**src/hdl/r3fft_pkg.sv**
```systemverilog
// ----------------------------------------------------------------------------
// r3fft_pkg
// Shared types, constants and the twiddle table builder for the radix-3
// butterfly core.
// ----------------------------------------------------------------------------
package r3fft_pkg;

    // Field widths
    localparam int SAMPLE_BITS    = 24;
    localparam int TWIDDLE_BITS   = 18;
    localparam int TW_FRAC        = TWIDDLE_BITS - 1;
    localparam int TWIDDLE_POINTS = 3072;
    localparam int IDX_BITS       = 10;
    localparam int ADDR_BITS      = 12;
    localparam int LEN_BITS       = 12;
    localparam int STRIDE_BITS    = 11;
    localparam int SCALE_BITS     = 24;
    localparam int M_BITS         = 11;
    localparam int T_BITS         = 12;

    // Internal widths: scaled samples, rotated samples, merge accumulators
    localparam int SMP_W = SAMPLE_BITS + 1;
    localparam int ROT_W = SAMPLE_BITS + 2;
    localparam int ACC_W = 48;

    // Twiddle quarter table
    localparam int TW_QUARTER    = TWIDDLE_POINTS / 4;
    localparam int TW_ADDR_BITS  = $clog2(TW_QUARTER);
    localparam int TW_ENTRY_BITS = 2 * TWIDDLE_BITS;
    localparam int TAYLOR_TERMS  = 10;
    localparam logic [63:0] Q30_ONE     = 64'd1 << 30;
    localparam logic [63:0] HALF_PI_Q30 = 64'd1686629713;

    // sin 60 degrees, rounded to the twiddle fraction
    localparam int SIN60_Q30 = 929887697;
    localparam int SIN60_RC  = (SIN60_Q30 + (1 << (30 - TW_FRAC - 1))) >> (30 - TW_FRAC);

    // Reciprocal multipliers for divide by three
    localparam int DIV3_LEN_MUL = 2731;   // 12-bit operand, shift 13
    localparam int DIV3_LEN_SH  = 13;
    localparam int DIV3_HI_MUL  = 1366;   // 11-bit operand, shift 12
    localparam int DIV3_HI_SH   = 12;

    // Pipeline depth from input register to output register
    localparam int PIPE_LAST = 17;

    // Register map
    typedef enum logic [1:0] {
        REG_INVERSE_MODE  = 2'd0,
        REG_STAGE_LEN     = 2'd1,
        REG_TWIDDLE_STRIDE = 2'd2,
        REG_INVERSE_SCALE = 2'd3
    } t_reg_idx;

    typedef struct packed {
        logic [SMP_W-1:0] re;
        logic [SMP_W-1:0] im;
    } t_cplx;

    typedef struct packed {
        t_cplx a;
        t_cplx b;
        t_cplx c;
    } t_smp;

    typedef struct packed {
        logic [ROT_W-1:0] re;
        logic [ROT_W-1:0] im;
    } t_rot;

    typedef struct packed {
        logic [SAMPLE_BITS-1:0] y2_im;
        logic [SAMPLE_BITS-1:0] y2_re;
        logic [SAMPLE_BITS-1:0] y1_im;
        logic [SAMPLE_BITS-1:0] y1_re;
        logic [SAMPLE_BITS-1:0] y0_im;
        logic [SAMPLE_BITS-1:0] y0_re;
    } t_res;

    typedef logic [TW_ENTRY_BITS-1:0] t_tw_tab [TW_QUARTER];

    // Round half up at the twiddle fraction
    function automatic logic signed [ACC_W-1:0] rnd_tw(input logic signed [ACC_W-1:0] v);
        logic signed [ACC_W-1:0] s;
        s = v + (ACC_W'(1) <<< (TW_FRAC - 1));
        return s >>> TW_FRAC;
    endfunction

    // Saturate to the sample width
    function automatic logic [SAMPLE_BITS-1:0] sat_smp(input logic signed [ACC_W-1:0] v);
        logic signed [ACC_W-1:0] hi;
        logic signed [ACC_W-1:0] lo;
        hi = (ACC_W'(1) <<< (SAMPLE_BITS - 1)) - 1;
        lo = -hi - 1;
        if (v > hi) begin
            return hi[SAMPLE_BITS-1:0];
        end else if (v < lo) begin
            return lo[SAMPLE_BITS-1:0];
        end
        return v[SAMPLE_BITS-1:0];
    endfunction

    // Quarter-wave table of {cos, sin} magnitudes, evaluated at elaboration
    function automatic t_tw_tab build_tw_tab();
        t_tw_tab tab;
        logic [63:0] f;
        logic [63:0] x;
        logic [63:0] x2;
        logic [63:0] st;
        logic [63:0] ct;
        logic signed [63:0] ssum;
        logic signed [63:0] csum;
        logic [63:0] cm;
        logic [63:0] sm;
        for (int r = 0; r < TW_QUARTER; r++) begin
            f    = (64'(r) << 32) / 64'(TWIDDLE_POINTS);
            x    = ((f & (Q30_ONE - 64'd1)) * HALF_PI_Q30) >> 30;
            x2   = (x * x) >> 30;
            st   = x;
            ct   = Q30_ONE;
            ssum = $signed(x);
            csum = $signed(Q30_ONE);
            for (int n = 1; n <= TAYLOR_TERMS; n++) begin
                st = ((st * x2) >> 30) / 64'((2 * n) * (2 * n + 1));
                ct = ((ct * x2) >> 30) / 64'((2 * n - 1) * (2 * n));
                if ((n % 2) == 1) begin
                    ssum = ssum - $signed(st);
                    csum = csum - $signed(ct);
                end else begin
                    ssum = ssum + $signed(st);
                    csum = csum + $signed(ct);
                end
            end
            cm = (csum < 0) ? 64'd0 : (64'(csum) + (64'd1 << (30 - TW_FRAC - 1))) >> (30 - TW_FRAC);
            sm = (ssum < 0) ? 64'd0 : (64'(ssum) + (64'd1 << (30 - TW_FRAC - 1))) >> (30 - TW_FRAC);
            tab[r] = {cm[TWIDDLE_BITS-1:0], sm[TWIDDLE_BITS-1:0]};
        end
        return tab;
    endfunction

endpackage

```
**src/hdl/r3fft_merge.sv**
```systemverilog
// ----------------------------------------------------------------------------
// r3fft_merge
// Radix-3 combine of the direct sample and the two rotated lanes, with
// rounding and saturation. Second register is the output register.
// ----------------------------------------------------------------------------
module r3fft_merge (
    input  logic             i_clk,
    input  logic             i_en,
    input  r3fft_pkg::t_cplx i_a,
    input  r3fft_pkg::t_rot  i_b,
    input  r3fft_pkg::t_rot  i_c,
    output r3fft_pkg::t_res  o_res
);
    import r3fft_pkg::*;

    // Stage 1: sum, difference, centre term and sin 60 products
    logic signed [ROT_W:0]   s_re;
    logic signed [ROT_W:0]   s_im;
    logic signed [ROT_W:0]   d_re;
    logic signed [ROT_W:0]   d_im;
    logic signed [ACC_W-1:0] r_y0_re;
    logic signed [ACC_W-1:0] r_y0_im;
    logic signed [ACC_W-1:0] r_pre_re;
    logic signed [ACC_W-1:0] r_pre_im;
    logic signed [ACC_W-1:0] r_rd_im;
    logic signed [ACC_W-1:0] r_rd_re;

    always_comb begin
        s_re = $signed(i_b.re) + $signed(i_c.re);
        s_im = $signed(i_b.im) + $signed(i_c.im);
        d_re = $signed(i_b.re) - $signed(i_c.re);
        d_im = $signed(i_b.im) - $signed(i_c.im);
    end

    always_ff @(posedge i_clk) begin
        if (i_en) begin
            r_y0_re  <= ACC_W'($signed(i_a.re)) + ACC_W'(s_re);
            r_y0_im  <= ACC_W'($signed(i_a.im)) + ACC_W'(s_im);
            r_pre_re <= (ACC_W'($signed(i_a.re)) <<< TW_FRAC) - (ACC_W'(s_re) <<< (TW_FRAC - 1));
            r_pre_im <= (ACC_W'($signed(i_a.im)) <<< TW_FRAC) - (ACC_W'(s_im) <<< (TW_FRAC - 1));
            r_rd_im  <= ACC_W'(d_im) * ACC_W'(SIN60_RC);
            r_rd_re  <= ACC_W'(d_re) * ACC_W'(SIN60_RC);
        end
    end

    // Stage 2: round and saturate into the output register
    t_res n_res;
    t_res r_res;

    always_comb begin
        n_res.y0_re = sat_smp(r_y0_re);
        n_res.y0_im = sat_smp(r_y0_im);
        n_res.y1_re = sat_smp(rnd_tw(r_pre_re - r_rd_im));
        n_res.y1_im = sat_smp(rnd_tw(r_pre_im + r_rd_re));
        n_res.y2_re = sat_smp(rnd_tw(r_pre_re + r_rd_im));
        n_res.y2_im = sat_smp(rnd_tw(r_pre_im - r_rd_re));
    end

    always_ff @(posedge i_clk) begin
        if (i_en) begin
            r_res <= n_res;
        end
    end

    assign o_res = r_res;

endmodule

```
**config.mk**
```make
export PLATFORM = sky130hd
export DESIGN_NAME = r3fft_merge
export DESIGN_NICKNAME = d
export VERILOG_FILES = /design/src/hdl/r3fft_pkg.sv /design/src/hdl/r3fft_merge.sv
export SDC_FILE = /design/constraint.sdc
export NUM_CORES = 2
export LEC_CHECK = 0
export BUFFER_PORTS_ARGS = -buffer_cell sky130_fd_sc_hd__buf_2
export CAP_MARGIN = 20
export CORE_UTILIZATION = 50
export CTS_CLUSTER_SIZE = 16
export DETAILED_ROUTE_END_ITERATION = 10
export PLACE_DENSITY = 0.68
export SYNTH_ARGS = -nofsm -noshare
export SYNTH_HDL_FRONTEND = slang
export SYNTH_SLANG_ARGS = --single-unit
export TNS_END_PERCENT = 10
```
**constraint.sdc**
```tcl
create_clock -name i_clk -period 29.9 [get_ports i_clk]
set_input_delay 7.475 -clock i_clk [delete_from_list [all_inputs] [get_ports i_clk]]
set_output_delay 7.475 -clock i_clk [all_outputs]
set_load 0.01 [all_outputs]
```
==> impl_metrics.csv <==
group,metric,value,unit
yosys,ys_seq_elements,338,
yosys,netlist_instances,4772,
clock_tree,hold_buffers,0,
sta,rsz0062_at_grt,"no",
clock_tree,ctsResizeCount,0,
sta,finalClockSkew,0.03914,ns
global_route,grt_usage,24.26,%
yosys,post-synth-top-count-cell,"inv_1",
yosys,synth_top_area_cell,"edfxtp_1",
floorplan,start_util,50.73,%
sta,holdWs,0.4867,ns
worst_setup_path,setup.worst_path.start_class,"input port",
clock_tree,post-cts-setup-buffer-count,0,
cells_and_area,fin_cells,6258,
yosys,synth_seq_area_share,22.13,%
detailed_routing,drc,0,
sta,timing.fmax,0.06018,GHz
floorplan,die_h,304.9,um
cells_and_area,fill_cells,8176,
placement,portBuffers,299,
worst_setup_path,cp_max_fo,16,
clock_tree,numCtsBuffers,39,
global_route,globalRoute.busiestLayer,"met2",
flow_run,cap_violations,0,
clock_tree,clk_pin_slew,0.06,ns
floorplan,rows,110,
floorplan,dieArea,92960,um2
yosys,synth_top_area_share,22.13,%
sta,setup_viol,0,
yosys,synth_warnings,0,
sta,min_period_over_period,55.58,%
yosys,synth_commonest_cells,"inv_1, ha_1, fa_1",
run_status,status,"completed",
sta,drv_slew,0,
global_route,grt_max_degree,85,
clock_tree,clock-sinks,338,
global_route,grt_pass1_wl,179000,um
sta,worst_slew_margin_rel,27.62,%
worst_setup_path,arrival,16.96,ns
yosys,synth.net_count,6063,
cells_and_area,diodes,0,
worst_setup_path,cp_slowest_stage_delay,0.62,ns
detailed_routing,ant_nets,0,
placement,placed_area,48650,um2
clock_tree,clock_latency,0.62,ns
global_route,grt-ovfl-total,0,
clock_tree,cts.root.buffer_cell,"clkbuf_16",
worst_setup_path,critPathKind,"in2reg",
yosys,postSynth.asyncResetShare,0,%
detailed_routing,routed_wl,111800,um
yosys,avgSynthCellArea,9.613,um2
global_route,grt.met3_usage,3.213,%
detailed_routing,post_drt_wl_per_cell,17.87,um
placement,place_congestion,0.9297,
detailed_routing,dr.pass1.iters,5,
worst_setup_path,cpMaxStageDelayCell,"a2111oi_0",
sta,fin_crit,16.62,ns
worst_hold_path,hp-class,"reg2reg",
placement,dpl.hpwl,94640,um
sta,hold_viol_final,0,
sta,fin_setup_tns,0,ns
global_route,grtUsageMet2,41.40,%
yosys,synthFlopType,"edfxtp_1",
cells_and_area,area_growth,8.835,%
worst_setup_path,endpoint_kind,"flop",
cells_and_area,drive_gt1_share,8.540,%
floorplan,die_x,304.9,um
floorplan,core-area,90420,um2
global_route,use_met1,32.54,%
sta,tightest_slew,1.086,ns
detailed_routing,post_drt_via_cell_ratio,5.394,
global_route,grt_pass1_vias,33958,
clock_tree,h-tree-depth,2,
yosys,syn_area,45870,um2
yosys,yosysUniqueCellTypes,100,
worst_setup_path,cp_data_required_time,30.24,ns
cells_and_area,nets,6346,
yosys,synth_edf_count,338,
cells_and_area,fin_area,49920,um2
clock_tree,cts.path.max_buffers,3,
clock_tree,cts_tree,"done",
detailed_routing,drtIter0Drc,2067,
detailed_routing,vias,33754,
floorplan,io_pins,300,
global_route,grt_antenna_before_repair,10,
placement,dp_cells,6188,
yosys,ys_top_cells_by_area,"edfxtp_1, ha_1, fa_1",
==> worst max-delay path: cells and delay by family <==
kind	cells	cell delay, ns
buf+inv	9	1.21
simple gates	7	1.01
fa+ha+maj	9	4.02
compound gates	13	3.23
==> state kept, by name (all words and copies together) (netlist names) <==
signal,cells
r_pre_re,27
r_y0_im,28
r_rd_re,42
r_y0_re,28
o_res,144
r_rd_im,42
r_pre_im,27
==> per-layer routing <==
| metal | part of all wire [%] | wire length [um] |
|---|---|---|
| met5 | 0.040 | 45 |
| met4 | 2.3 | 2553 |
| met1 | 46 | 50880 |
| met3 | 4.2 | 4667 |
| met2 | 48 | 53660 |
==> final timing paths <==
kind | start | endpoint | slack, ns | cells past startpoint
setup reg to reg | r_rd_im[3] | o_res[73] | 24.56 | 17
hold / removal | r_y0_re[46] | o_res[23] | 0.49 | 0
hold reg to reg | r_y0_re[46] | o_res[23] | 0.49 | 0
setup / recovery | i_b[26] | r_rd_re[43] | 13.28 | 38
==> logic make-up after synthesis <==
kind of cell / count (synthesis) / synth area share (%)
AO/OA/AOI/OAI: 1057 / 15.48
XOR/XNOR: 371 / 7.084
buffers and inverters: 1061 / 8.745
adder cells (fa/ha/maj): 1135 / 37.77
AND/OR/NAND/NOR: 799 / 8.551
flip-flops: 338 / 22.13
multiplexers: 11 / 0.2428
==> layout by cell type (no fill, tap or decap), types with 13 or more instances in the layout <==
master,count
a21oi_1,287
o31ai_1,17
and3_1,33
o21ai_1,23
nand3_1,53
nand2b_1,52
nand2_1,127
or3_1,16
nor2_1,288
and2_1,13
xor2_1,121
nor3_1,68
xnor2_1,250
a21o_1,233
o21bai_1,53
nor4_1,15
o21a_1,48
o211ai_1,13
buf_2,298
inv_1,988
edfxtp_1,338
nand4_1,23
ha_1,719
nor2b_1,57
clkbuf_16,41
a211oi_1,51
o21ai_0,157
fa_1,416
a31oi_1,29
==> area by class of cell <==
cell class              instances  area [um2]  area share, %
flip-flops and latches        338       10150          20.33
clock buffers                  47        1049          2.100
multi-input cells            3373       31720          63.53
inverters                     989        3712          7.436
clock inverters                21       201.4         0.4035
repair buffers                314        1623          3.251
well taps                    1176        1471          2.947
==> stage by stage <==
stage          setup slack, ns  utilization (%)
6_report                 13.28            55.21
3_3_place_gp             12.47            53.80
5_1_grt                  12.65            55.21
3_5_place_dp             12.76            53.80
4_1_cts                  13.34            55.19
2_1_floorplan            12.93                -
Power is left out: the tool's default activity adds up to more than one toggle a clock period on the data nets, which glitch-free logic cannot reach.
