===== src/hdl/r3fft_pkg.sv =====
// ----------------------------------------------------------------------------
// r3fft_pkg
// Shared types, constants and the twiddle table builder for the radix-3
// butterfly core.
// ----------------------------------------------------------------------------
package r3fft_pkg;

    // Field widths
    localparam int SAMPLE_BITS    = 24;
    localparam int TWIDDLE_BITS   = 18;
    localparam int TW_FRAC        = TWIDDLE_BITS - 1;
    localparam int TWIDDLE_POINTS = 3072;
    localparam int IDX_BITS       = 10;
    localparam int ADDR_BITS      = 12;
    localparam int LEN_BITS       = 12;
    localparam int STRIDE_BITS    = 11;
    localparam int SCALE_BITS     = 24;
    localparam int M_BITS         = 11;
    localparam int T_BITS         = 12;

    // Internal widths: scaled samples, rotated samples, merge accumulators
    localparam int SMP_W = SAMPLE_BITS + 1;
    localparam int ROT_W = SAMPLE_BITS + 2;
    localparam int ACC_W = 48;

    // Twiddle quarter table
    localparam int TW_QUARTER    = TWIDDLE_POINTS / 4;
    localparam int TW_ADDR_BITS  = $clog2(TW_QUARTER);
    localparam int TW_ENTRY_BITS = 2 * TWIDDLE_BITS;
    localparam int TAYLOR_TERMS  = 10;
    localparam logic [63:0] Q30_ONE     = 64'd1 << 30;
    localparam logic [63:0] HALF_PI_Q30 = 64'd1686629713;

    // sin 60 degrees, rounded to the twiddle fraction
    localparam int SIN60_Q30 = 929887697;
    localparam int SIN60_RC  = (SIN60_Q30 + (1 << (30 - TW_FRAC - 1))) >> (30 - TW_FRAC);

    // Reciprocal multipliers for divide by three
    localparam int DIV3_LEN_MUL = 2731;   // 12-bit operand, shift 13
    localparam int DIV3_LEN_SH  = 13;
    localparam int DIV3_HI_MUL  = 1366;   // 11-bit operand, shift 12
    localparam int DIV3_HI_SH   = 12;

    // Pipeline depth from input register to output register
    localparam int PIPE_LAST = 17;

    // Register map
    typedef enum logic [1:0] {
        REG_INVERSE_MODE  = 2'd0,
        REG_STAGE_LEN     = 2'd1,
        REG_TWIDDLE_STRIDE = 2'd2,
        REG_INVERSE_SCALE = 2'd3
    } t_reg_idx;

    typedef struct packed {
        logic [SMP_W-1:0] re;
        logic [SMP_W-1:0] im;
    } t_cplx;

    typedef struct packed {
        t_cplx a;
        t_cplx b;
        t_cplx c;
    } t_smp;

    typedef struct packed {
        logic [ROT_W-1:0] re;
        logic [ROT_W-1:0] im;
    } t_rot;

    typedef struct packed {
        logic [SAMPLE_BITS-1:0] y2_im;
        logic [SAMPLE_BITS-1:0] y2_re;
        logic [SAMPLE_BITS-1:0] y1_im;
        logic [SAMPLE_BITS-1:0] y1_re;
        logic [SAMPLE_BITS-1:0] y0_im;
        logic [SAMPLE_BITS-1:0] y0_re;
    } t_res;

    typedef logic [TW_ENTRY_BITS-1:0] t_tw_tab [TW_QUARTER];

    // Round half up at the twiddle fraction
    function automatic logic signed [ACC_W-1:0] rnd_tw(input logic signed [ACC_W-1:0] v);
        logic signed [ACC_W-1:0] s;
        s = v + (ACC_W'(1) <<< (TW_FRAC - 1));
        return s >>> TW_FRAC;
    endfunction

    // Saturate to the sample width
    function automatic logic [SAMPLE_BITS-1:0] sat_smp(input logic signed [ACC_W-1:0] v);
        logic signed [ACC_W-1:0] hi;
        logic signed [ACC_W-1:0] lo;
        hi = (ACC_W'(1) <<< (SAMPLE_BITS - 1)) - 1;
        lo = -hi - 1;
        if (v > hi) begin
            return hi[SAMPLE_BITS-1:0];
        end else if (v < lo) begin
            return lo[SAMPLE_BITS-1:0];
        end
        return v[SAMPLE_BITS-1:0];
    endfunction

    // Quarter-wave table of {cos, sin} magnitudes, evaluated at elaboration
    function automatic t_tw_tab build_tw_tab();
        t_tw_tab tab;
        logic [63:0] f;
        logic [63:0] x;
        logic [63:0] x2;
        logic [63:0] st;
        logic [63:0] ct;
        logic signed [63:0] ssum;
        logic signed [63:0] csum;
        logic [63:0] cm;
        logic [63:0] sm;
        for (int r = 0; r < TW_QUARTER; r++) begin
            f    = (64'(r) << 32) / 64'(TWIDDLE_POINTS);
            x    = ((f & (Q30_ONE - 64'd1)) * HALF_PI_Q30) >> 30;
            x2   = (x * x) >> 30;
            st   = x;
            ct   = Q30_ONE;
            ssum = $signed(x);
            csum = $signed(Q30_ONE);
            for (int n = 1; n <= TAYLOR_TERMS; n++) begin
                st = ((st * x2) >> 30) / 64'((2 * n) * (2 * n + 1));
                ct = ((ct * x2) >> 30) / 64'((2 * n - 1) * (2 * n));
                if ((n % 2) == 1) begin
                    ssum = ssum - $signed(st);
                    csum = csum - $signed(ct);
                end else begin
                    ssum = ssum + $signed(st);
                    csum = csum + $signed(ct);
                end
            end
            cm = (csum < 0) ? 64'd0 : (64'(csum) + (64'd1 << (30 - TW_FRAC - 1))) >> (30 - TW_FRAC);
            sm = (ssum < 0) ? 64'd0 : (64'(ssum) + (64'd1 << (30 - TW_FRAC - 1))) >> (30 - TW_FRAC);
            tab[r] = {cm[TWIDDLE_BITS-1:0], sm[TWIDDLE_BITS-1:0]};
        end
        return tab;
    endfunction

endpackage


===== src/hdl/r3fft_div.sv =====
// ----------------------------------------------------------------------------
// r3fft_div
// Pipelined restoring divider, one quotient bit per stage: butterfly index
// divided by the group size m.
// ----------------------------------------------------------------------------
module r3fft_div (
    input  logic                          i_clk,
    input  logic                          i_en,
    input  logic [r3fft_pkg::IDX_BITS-1:0] i_dividend,
    input  logic [r3fft_pkg::M_BITS-1:0]   i_divisor,
    output logic [r3fft_pkg::IDX_BITS-1:0] o_quot,
    output logic [r3fft_pkg::IDX_BITS-1:0] o_rem
);
    import r3fft_pkg::*;

    logic [M_BITS-1:0]   r_rem [IDX_BITS];
    logic [IDX_BITS-1:0] r_dq  [IDX_BITS];

    for (genvar s = 0; s < IDX_BITS; s++) begin : g_stage
        logic [M_BITS-1:0]   prev_rem;
        logic [IDX_BITS-1:0] prev_dq;
        logic [M_BITS-1:0]   trial;
        logic [M_BITS-1:0]   n_rem;
        logic [IDX_BITS-1:0] n_dq;

        if (s == 0) begin : g_first
            assign prev_rem = '0;
            assign prev_dq  = i_dividend;
        end else begin : g_next
            assign prev_rem = r_rem[s-1];
            assign prev_dq  = r_dq[s-1];
        end

        // shift in the next dividend bit, subtract when it fits
        always_comb begin
            trial = {prev_rem[M_BITS-2:0], prev_dq[IDX_BITS-1]};
            if (trial >= i_divisor) begin
                n_rem = trial - i_divisor;
                n_dq  = {prev_dq[IDX_BITS-2:0], 1'b1};
            end else begin
                n_rem = trial;
                n_dq  = {prev_dq[IDX_BITS-2:0], 1'b0};
            end
        end

        always_ff @(posedge i_clk) begin
            if (i_en) begin
                r_rem[s] <= n_rem;
                r_dq[s]  <= n_dq;
            end
        end
    end

    assign o_quot = r_dq[IDX_BITS-1];
    assign o_rem  = r_rem[IDX_BITS-1][IDX_BITS-1:0];

endmodule


===== config.mk =====
export PLATFORM = sky130hd
export DESIGN_NAME = r3fft_div
export DESIGN_NICKNAME = d
export VERILOG_FILES = /design/src/hdl/r3fft_pkg.sv /design/src/hdl/r3fft_div.sv
export SDC_FILE = /design/constraint.sdc
export NUM_CORES = 1
export LEC_CHECK = 0
export BUFFER_PORTS_ARGS = -buffer_cell sky130_fd_sc_hd__buf_2
export CAP_MARGIN = 20
export CORE_MARGIN = 4
export CORE_UTILIZATION = 57
export CTS_CLUSTER_SIZE = 40
export DETAILED_ROUTE_END_ITERATION = 12
export GPL_ROUTABILITY_DRIVEN = 0
export GPL_TIMING_DRIVEN = 1
export PLACE_DENSITY_LB_ADDON = 0.3
export REMOVE_ABC_BUFFERS = 1
export SYNTH_ARGS = -nofsm -noshare
export SYNTH_HDL_FRONTEND = slang
export SYNTH_SLANG_ARGS = --single-unit

===== constraint.sdc =====
create_clock -name i_clk -period 2.6 [get_ports i_clk]
set_input_delay 0 -clock i_clk [delete_from_list [all_inputs] [get_ports i_clk]]
set_output_delay 0 -clock i_clk [all_outputs]
set_load 0.05 [all_outputs]

==> impl_metrics.py, run 1 <==
metrics = {
    "outcome": {
        "status": "finished clean",
    },
    "route": {
        "postRouteAntennaNets": 0,
        "wl_met3_mm": 1.33,
        "wl_met2_mm": 11.6,
        "vias": 7563,
        "dr.max_layer_used": "met4",
        "dr.first_iter.drc_count": 394,
        "m1WireLength_mm": 9.92,
        "wl_per_cell_um": 17.9,
        "drc_errors": 0,
        "drtPass1Iterations": 5,
        "vias_per_cell": 5.80,
        "totalWireLength_mm": 23.4,
    },
    "sta": {
        "hold_viol": 0,
        "post-route-min-period_ns": 2.51,
        "setup_violations": 0,
        "fin_ws_ns": 0.0869,
        "timing.hold.ws_ns": 0.0606,
        "slew_headroom_pct": 55.8,
        "fin_crit_sh_pct": 96.7,
        "clock-skew-final_ns": 0.0135,
        "finalSetupTns_ns": 0,
        "worst_slew_pin_slew_ns": 0.662,
        "finalMaxSlewViolations": 0,
        "fmax_ghz": 0.398,
    },
    "synthesis": {
        "avgSynthCellArea_um2": 12.9,
        "synthMuxAreaShare_pct": 7.73,
        "yosysTopAreaCellShare_pct": 51.1,
        "syn_inst": 910,
        "synth-simple-area-share_pct": 8.73,
        "ys.warnings.count": 0,
        "synth-adder-area-share_pct": 12.3,
        "synth_xor_area_share_pct": 4.69,
        "yosys-top-cells-area": "edfxtp_1, ha_1, mux2_4",
        "ys_async_sr_fraction_pct": 0,
        "synth-edff-count": 200,
        "ys.flop_type": "edfxtp_1",
        "seq_area_frac_synth_pct": 51.1,
        "synth_seq_cells": 200,
        "synth_compound_area_share_pct": 12.8,
        "synth_area_leader_cell": "edfxtp_1",
        "synth_top_family_by_area": "compound AO/OA/AOI/OAI gates",
        "mappedNetlistArea_um2": 11800,
        "synth_cell_types": 55,
    },
    "setup_path": {
        "worstSetupStartpointType": "flop",
        "cp_common_cell": "inv_1",
        "worstPathCellList": "inv_1, ha_1, inv_1, fa_1, a21oi_2, o21ai_1, a2111oi_2, nor2_1, xor2_1, mux2_4",
        "cp_slowest_cell": "fa_1",
        "cp_slowest_stage_delay_ns": 0.42,
        "cp.required_ns": 2.79,
        "path_max_fanout": 2,
        "worstSetupPathType": "reg -> reg",
        "cp-end-kind": "flop",
        "cp.arrival_ns": 2.70,
    },
    "finish": {
        "final_net_count": 1154,
        "diodes": 0,
        "final_cell_mix": "edfxtp_1, ha_1, a21oi_1, inv_1, mux2_4",
        "fin_util_pct": 66.6,
        "syn_to_final_growth_pct": 14.6,
        "final_common_cell": "edfxtp_1",
        "fillers": 1430,
        "final_layout_size_suffix_gt1_share_pct": 23.2,
    },
    "clock_tree": {
        "htree_levels": 4,
        "cts_setup_buffers": 0,
        "clk_path_buf_depth": 2,
        "cts_sinks": 200,
        "clock-root-buffer": "clkbuf_16",
        "numCtsBuffers": 17,
        "cts_tree": "yes",
        "clk_pin_slew_ns": 0.08,
        "clock_latency_ns": 0.44,
    },
    "floorplan": {
        "dieArea_um2": 23000,
        "die_y_um": 152,
        "core_um2": 20200,
        "std_cell_rows": 52,
        "die_w_um": 152,
        "start_util_pct": 58.1,
        "ioPinCount": 43,
    },
    "place": {
        "io_buffers": 42,
        "dp_hpwl_mm": 16.4,
        "place_ws_ns": 0.0127,
    },
    "grt": {
        "track_usage_pct": 21.0,
        "grt_max_degree": 80,
        "grt_pass1_vias": 7366,
        "antenna_found_initial": 0,
        "grt_pass1_wl_mm": 37.2,
        "grt-ovfl-total": 0,
    },
    "pwr": {
        "irDropWorstVdd_uv": 526,
        "p_per_area_nw_per_um2": 948,
        "leakagePower_nw": 5.62,
    },
    "job": {
        "maxCapViolations": 0,
    },
    "min_path": {
        "hold_path.class": "in -> reg",
    },
}
## registers in the layout, indices dropped and copies added (netlist names)
register  flops
r_dq        100
r_rem       100
## area by class of cell
cell class	count	area, um^2	share of cell area [%]
clock buffer	17	425	3.16
sequential	200	6010	44.6
clock inverter	15	178	1.32
inverter	63	236	1.75
tap	270	338	2.51
timing repair buffer	100	782	5.80
multi-input combinational	639	5510	40.9
## stage by stage
stage	instance area, um^2	std cells	total power (W)
6_report	13500	1304	0.0128
5_1_grt	13500	1304	0.0135
4_1_cts	13400	1304	0.0128
3_5_place_dp	12700	1261	0.0101
3_3_place_gp	12700	1261	0.00993
2_1_floorplan	11700	902	0.00877
## worst max-delay path: cells and delay by family, from the launching register on
| kind | cells | cell delay [ns] |
|---|---|---|
| adder cells (fa/ha/maj) | 2 | 0.58 |
| flip-flops | 1 | 0.36 |
| AO/OA/AOI/OAI | 3 | 0.66 |
| XOR/XNOR | 1 | 0.15 |
| AND/OR/NAND/NOR | 1 | 0.11 |
| multiplexers | 1 | 0.26 |
| buffers and inverters | 2 | 0.14 |
## Yosys cell counts, drive strengths merged, types with 8 or more instances
| cell type | n |
|---|---|
| fa | 9 |
| o21a | 12 |
| nor2 | 41 |
| xor2 | 30 |
| a21oi | 76 |
| nand2b | 11 |
| nor3 | 10 |
| edfxtp | 200 |
| mux2i | 11 |
| and3 | 11 |
| nand4 | 9 |
| nand3 | 11 |
| nor2b | 17 |
| ha | 101 |
| inv | 63 |
| nand2 | 38 |
| o21ai | 45 |
| mux2 | 57 |
| a21o | 25 |
| a31oi | 13 |
| o21bai | 8 |
| xnor2 | 33 |
## path summary, 6_finish.rpt
kind / from / endpoint / slack [ns] / cells past startpoint
worst max-delay path: r_dq[2][9] / r_rem[3][8] / 0.09 / 10
worst min-delay path: i_divisor[8] / r_rem[0][6] / 0.06 / 4
worst max register to register: r_dq[2][9] / r_rem[3][8] / 0.09 / 10
worst min register to register: r_dq[8][7] / r_dq[9][8] / 0.42 / 0
## power by group
part	leakage (nW)	total, W	switching (W)	internal, W
Clock	0.288	0.00267	0.00129	0.00138
Sequential	1.96	0.00478	0.000331	0.00445
Combinational	3.38	0.00533	0.00278	0.00255
## per-layer routing
metal | up-vias | global-route usage (%)
li1 | 3688 | -
met1 | 3574 | 26.9
met2 | 250 | 36.5
met3 | 51 | 3.90
met4 | 0 | 6.65
met5 | - | 0
## what timing repair did
action                     in CTS  in global routing
cloned                          0                  0
hold endpoints to repair       15                  0
gates resized for setup         2                 18
setup endpoints to repair       1                  7
pin swaps                       0                  3
hold buffers                   11                  0
## cell families after synthesis
| logic type | Yosys count |
|---|---|
| and+or+nand+nor | 171 |
| DFF | 200 |
| xor gates and xnor gates | 63 |
| buffers and inverters | 71 |
| AOI/OAI and AO/OA | 227 |
| adders and majority gates | 110 |
| muxes | 68 |
Power figures use the tool's default switching activity.
==> run 2: changes to the inputs <==
--- a/config.mk
+++ b/config.mk
@@ -7,7 +7,7 @@
 export LEC_CHECK = 0
 export BUFFER_PORTS_ARGS = -buffer_cell sky130_fd_sc_hd__buf_2
 export CAP_MARGIN = 20
-export CORE_MARGIN = 4
+export CORE_MARGIN = 8
 export CORE_UTILIZATION = 57
 export CTS_CLUSTER_SIZE = 40
 export DETAILED_ROUTE_END_ITERATION = 12
==> constraint.sdc (replaced) <==
create_clock -name i_clk -period 2.19 [get_ports i_clk]
set_input_delay 0 -clock i_clk [delete_from_list [all_inputs] [get_ports i_clk]]
set_output_delay 0 -clock i_clk [all_outputs]
set_load 0.05 [all_outputs]
==> impl_metrics.py, run 2 (synthesized netlist as in run 1, its figures left out) <==
metrics = {
    "sta": {
        "rsz0062_at_grt": "yes",
        "setup_violations": 64,
        "post-route-min-period_ns": 2.49,
        "fmax_ghz": 0.401,
        "fin_ws_ns": -0.304,
        "fin_crit_sh_pct": 114,
        "finalMaxSlewViolations": 0,
        "clock-skew-final_ns": 0.0160,
        "hold_viol": 0,
        "worst_slew_pin_slew_ns": 0.534,
        "slew_headroom_pct": 64.4,
    },
    "setup_path": {
        "rr_startpoint": "r_rem[2][0]",
        "r2r_end": "r_rem[3][0]",
        "path_max_fanout": 4,
        "cp.required_ns": 2.44,
        "worstSetupPathType": "reg -> reg",
        "cp_slowest_stage_delay_ns": 0.48,
        "r2r_slack_ns": -0.30,
        "cp_common_cell": "nor2b_4",
        "rr_worst_depth": 9,
        "cp.arrival_ns": 2.74,
        "worstSetupStartpointType": "flop",
        "cp_slowest_cell": "edfxtp_1",
        "cp-end-kind": "flop",
        "crit_buf_inv": 2,
        "worstPathCellList": "ha_4, nor2b_4, o211a_1, o21ai_2, a311o_1, nor2b_4, buf_6, buf_12, mux2i_4",
        "path_delay_family": "compound AO/OA/AOI/OAI gates",
    },
    "clock_tree": {
        "numCtsBuffers": 17,
        "clk_path_buf_depth": 2,
        "cts_tree": "yes",
        "clock-root-buffer": "clkbuf_16",
        "clk_pin_slew_ns": 0.08,
        "cts_sinks": 200,
        "clock_latency_ns": 0.44,
        "htree_levels": 4,
    },
    "finish": {
        "reg.largest.list": "r_dq (100), r_rem (100)",
        "final_layout_size_suffix_gt1_share_pct": 43.6,
        "final_common_cell": "buf_4",
        "final_net_count": 1348,
        "fin_util_pct": 78.4,
        "diodes": 0,
        "final_cell_mix": "buf_4, edfxtp_1, ha_1, a21oi_1, mux2_4",
        "syn_to_final_growth_pct": 34.8,
    },
    "outcome": {
        "status": "finished, violations left",
        "failed_checks": "setup timing",
    },
    "pwr": {
        "totalPowerFinal_w": 0.0181,
        "p_per_area_nw_per_um2": 1140,
        "leakagePower_nw": 6.71,
        "irDropWorstVdd_uv": 653,
    },
    "min_path": {
        "hp-start": "i_divisor[8]",
        "whs_endpoint": "r_rem[0][6]",
        "hold_path.class": "in -> reg",
        "hold_depth": 4,
    },
    "job": {
        "maxCapViolations": 0,
    },
    "grt": {
        "track_usage_pct": 22.9,
        "grt_pass1_wl_mm": 46.4,
        "antenna_found_initial": 0,
        "grt-ovfl-total": 0,
        "grt_max_degree": 63,
        "grt_pass1_vias": 9135,
    },
    "route": {
        "drc_errors": 0,
        "postRouteAntennaNets": 0,
        "wl_per_cell_um": 22.1,
        "vias_per_cell": 6.09,
        "vias": 9121,
        "totalWireLength_mm": 33.1,
        "drtPass1Iterations": 5,
        "dr.first_iter.drc_count": 651,
    },
    "floorplan": {
        "start_util_pct": 58.1,
        "core_um2": 20200,
        "die_y_um": 160,
        "ioPinCount": 43,
        "die_w_um": 160,
        "std_cell_rows": 52,
        "dieArea_um2": 25500,
    },
    "place": {
        "io_buffers": 42,
        "dp_hpwl_mm": 17.7,
    },
}
==> run 2: changes by cell type in the layout (fill, tap and decap cells not counted), moves of 16 or more <==
| cell | change |
|---|---|
| inv_2 | +16 |
| buf_6 | +18 |
| ha_1 | -29 |
| buf_4 | +162 |
| ha_4 | +27 |
| inv_1 | -16 |
==> run 2: worst max-delay path by stage <==
stage	start	to	slack (ns)	cells after the start
after detailed placement	r_dq[2][9]	r_rem[3][8]	-0.38	10
after global placement	r_dq[1][9]	r_rem[2][8]	-0.27	10
after CTS	r_dq[4][9]	r_rem[5][8]	-0.19	10
after global routing	r_dq[5][9]	r_rem[6][8]	-0.33	10
final	r_rem[2][0]	r_rem[3][0]	-0.30	9
after floorplan	i_divisor[1]	r_rem[2][1]	-0.33	8
==> run 2: tightest hold or removal path: cells and delay by family <==
family | cells | cell delay, ns
AND/OR/NAND/NOR | 3 | 0.30
buffers and inverters | 1 | 0.09
==> run 2: through the flow <==
| step | worst slack [ns] | cell area [um^2] | hold slack [ns] | setup TNS, ns | cells |
|---|---|---|---|---|---|
| 3_5_place_dp | -0.381 | 13600 | 0.178 | -9.72 | 1374 |
| 2_1_floorplan | -0.330 | 11700 | 0.0989 | -13.66 | 902 |
| 4_1_cts | -0.194 | 15300 | 0.0647 | -4.60 | 1475 |
| 6_report | -0.304 | 15900 | 0.0657 | -8.43 | 1498 |
| 5_1_grt | -0.325 | 15900 | 0.0729 | -12.06 | 1498 |
| 3_3_place_gp | -0.273 | 13600 | 0.176 | -7.69 | 1374 |
==> run 2: area by class of cell <==
cell class | count | area (um^2)
well taps | 270 | 338
repair buffers | 293 | 2470
flip-flops and latches | 200 | 6010
clock inverters | 14 | 181
inverters | 63 | 236
multi-input cells | 640 | 6190
clock buffers | 18 | 429
fillers | 1068 | 4380
==> run 2: power by group <==
group	total [W]	leakage [nW]	switching [W]	internal, W
sequential	0.00573	1.96	0.000446	0.00528
combinational	0.00918	4.46	0.00437	0.00481
clock	0.00322	0.296	0.00157	0.00164
total	0.0181	6.71	0.00639	0.0117
==> run 2: what timing repair did <==
action,in CTS,in global routing
pin swaps,45,43
cloned,4,0
hold buffers,11,0
setup buffers,57,29
resized for setup,96,76
endpoints found under the setup margin,68,83
endpoints found under the hold margin,13,0
==> run 2: routing by layer <==
| metal | up-vias | routed length (um) | global-route usage (%) |
|---|---|---|---|
| met1 | 4448 | 12200 | 25.3 |
| met5 | - | 0 | 0 |
| met4 | 0 | 1740 | 11.9 |
| met2 | 452 | 17000 | 41.6 |
| li1 | 4079 | - | - |
| met3 | 142 | 2200 | 3.70 |
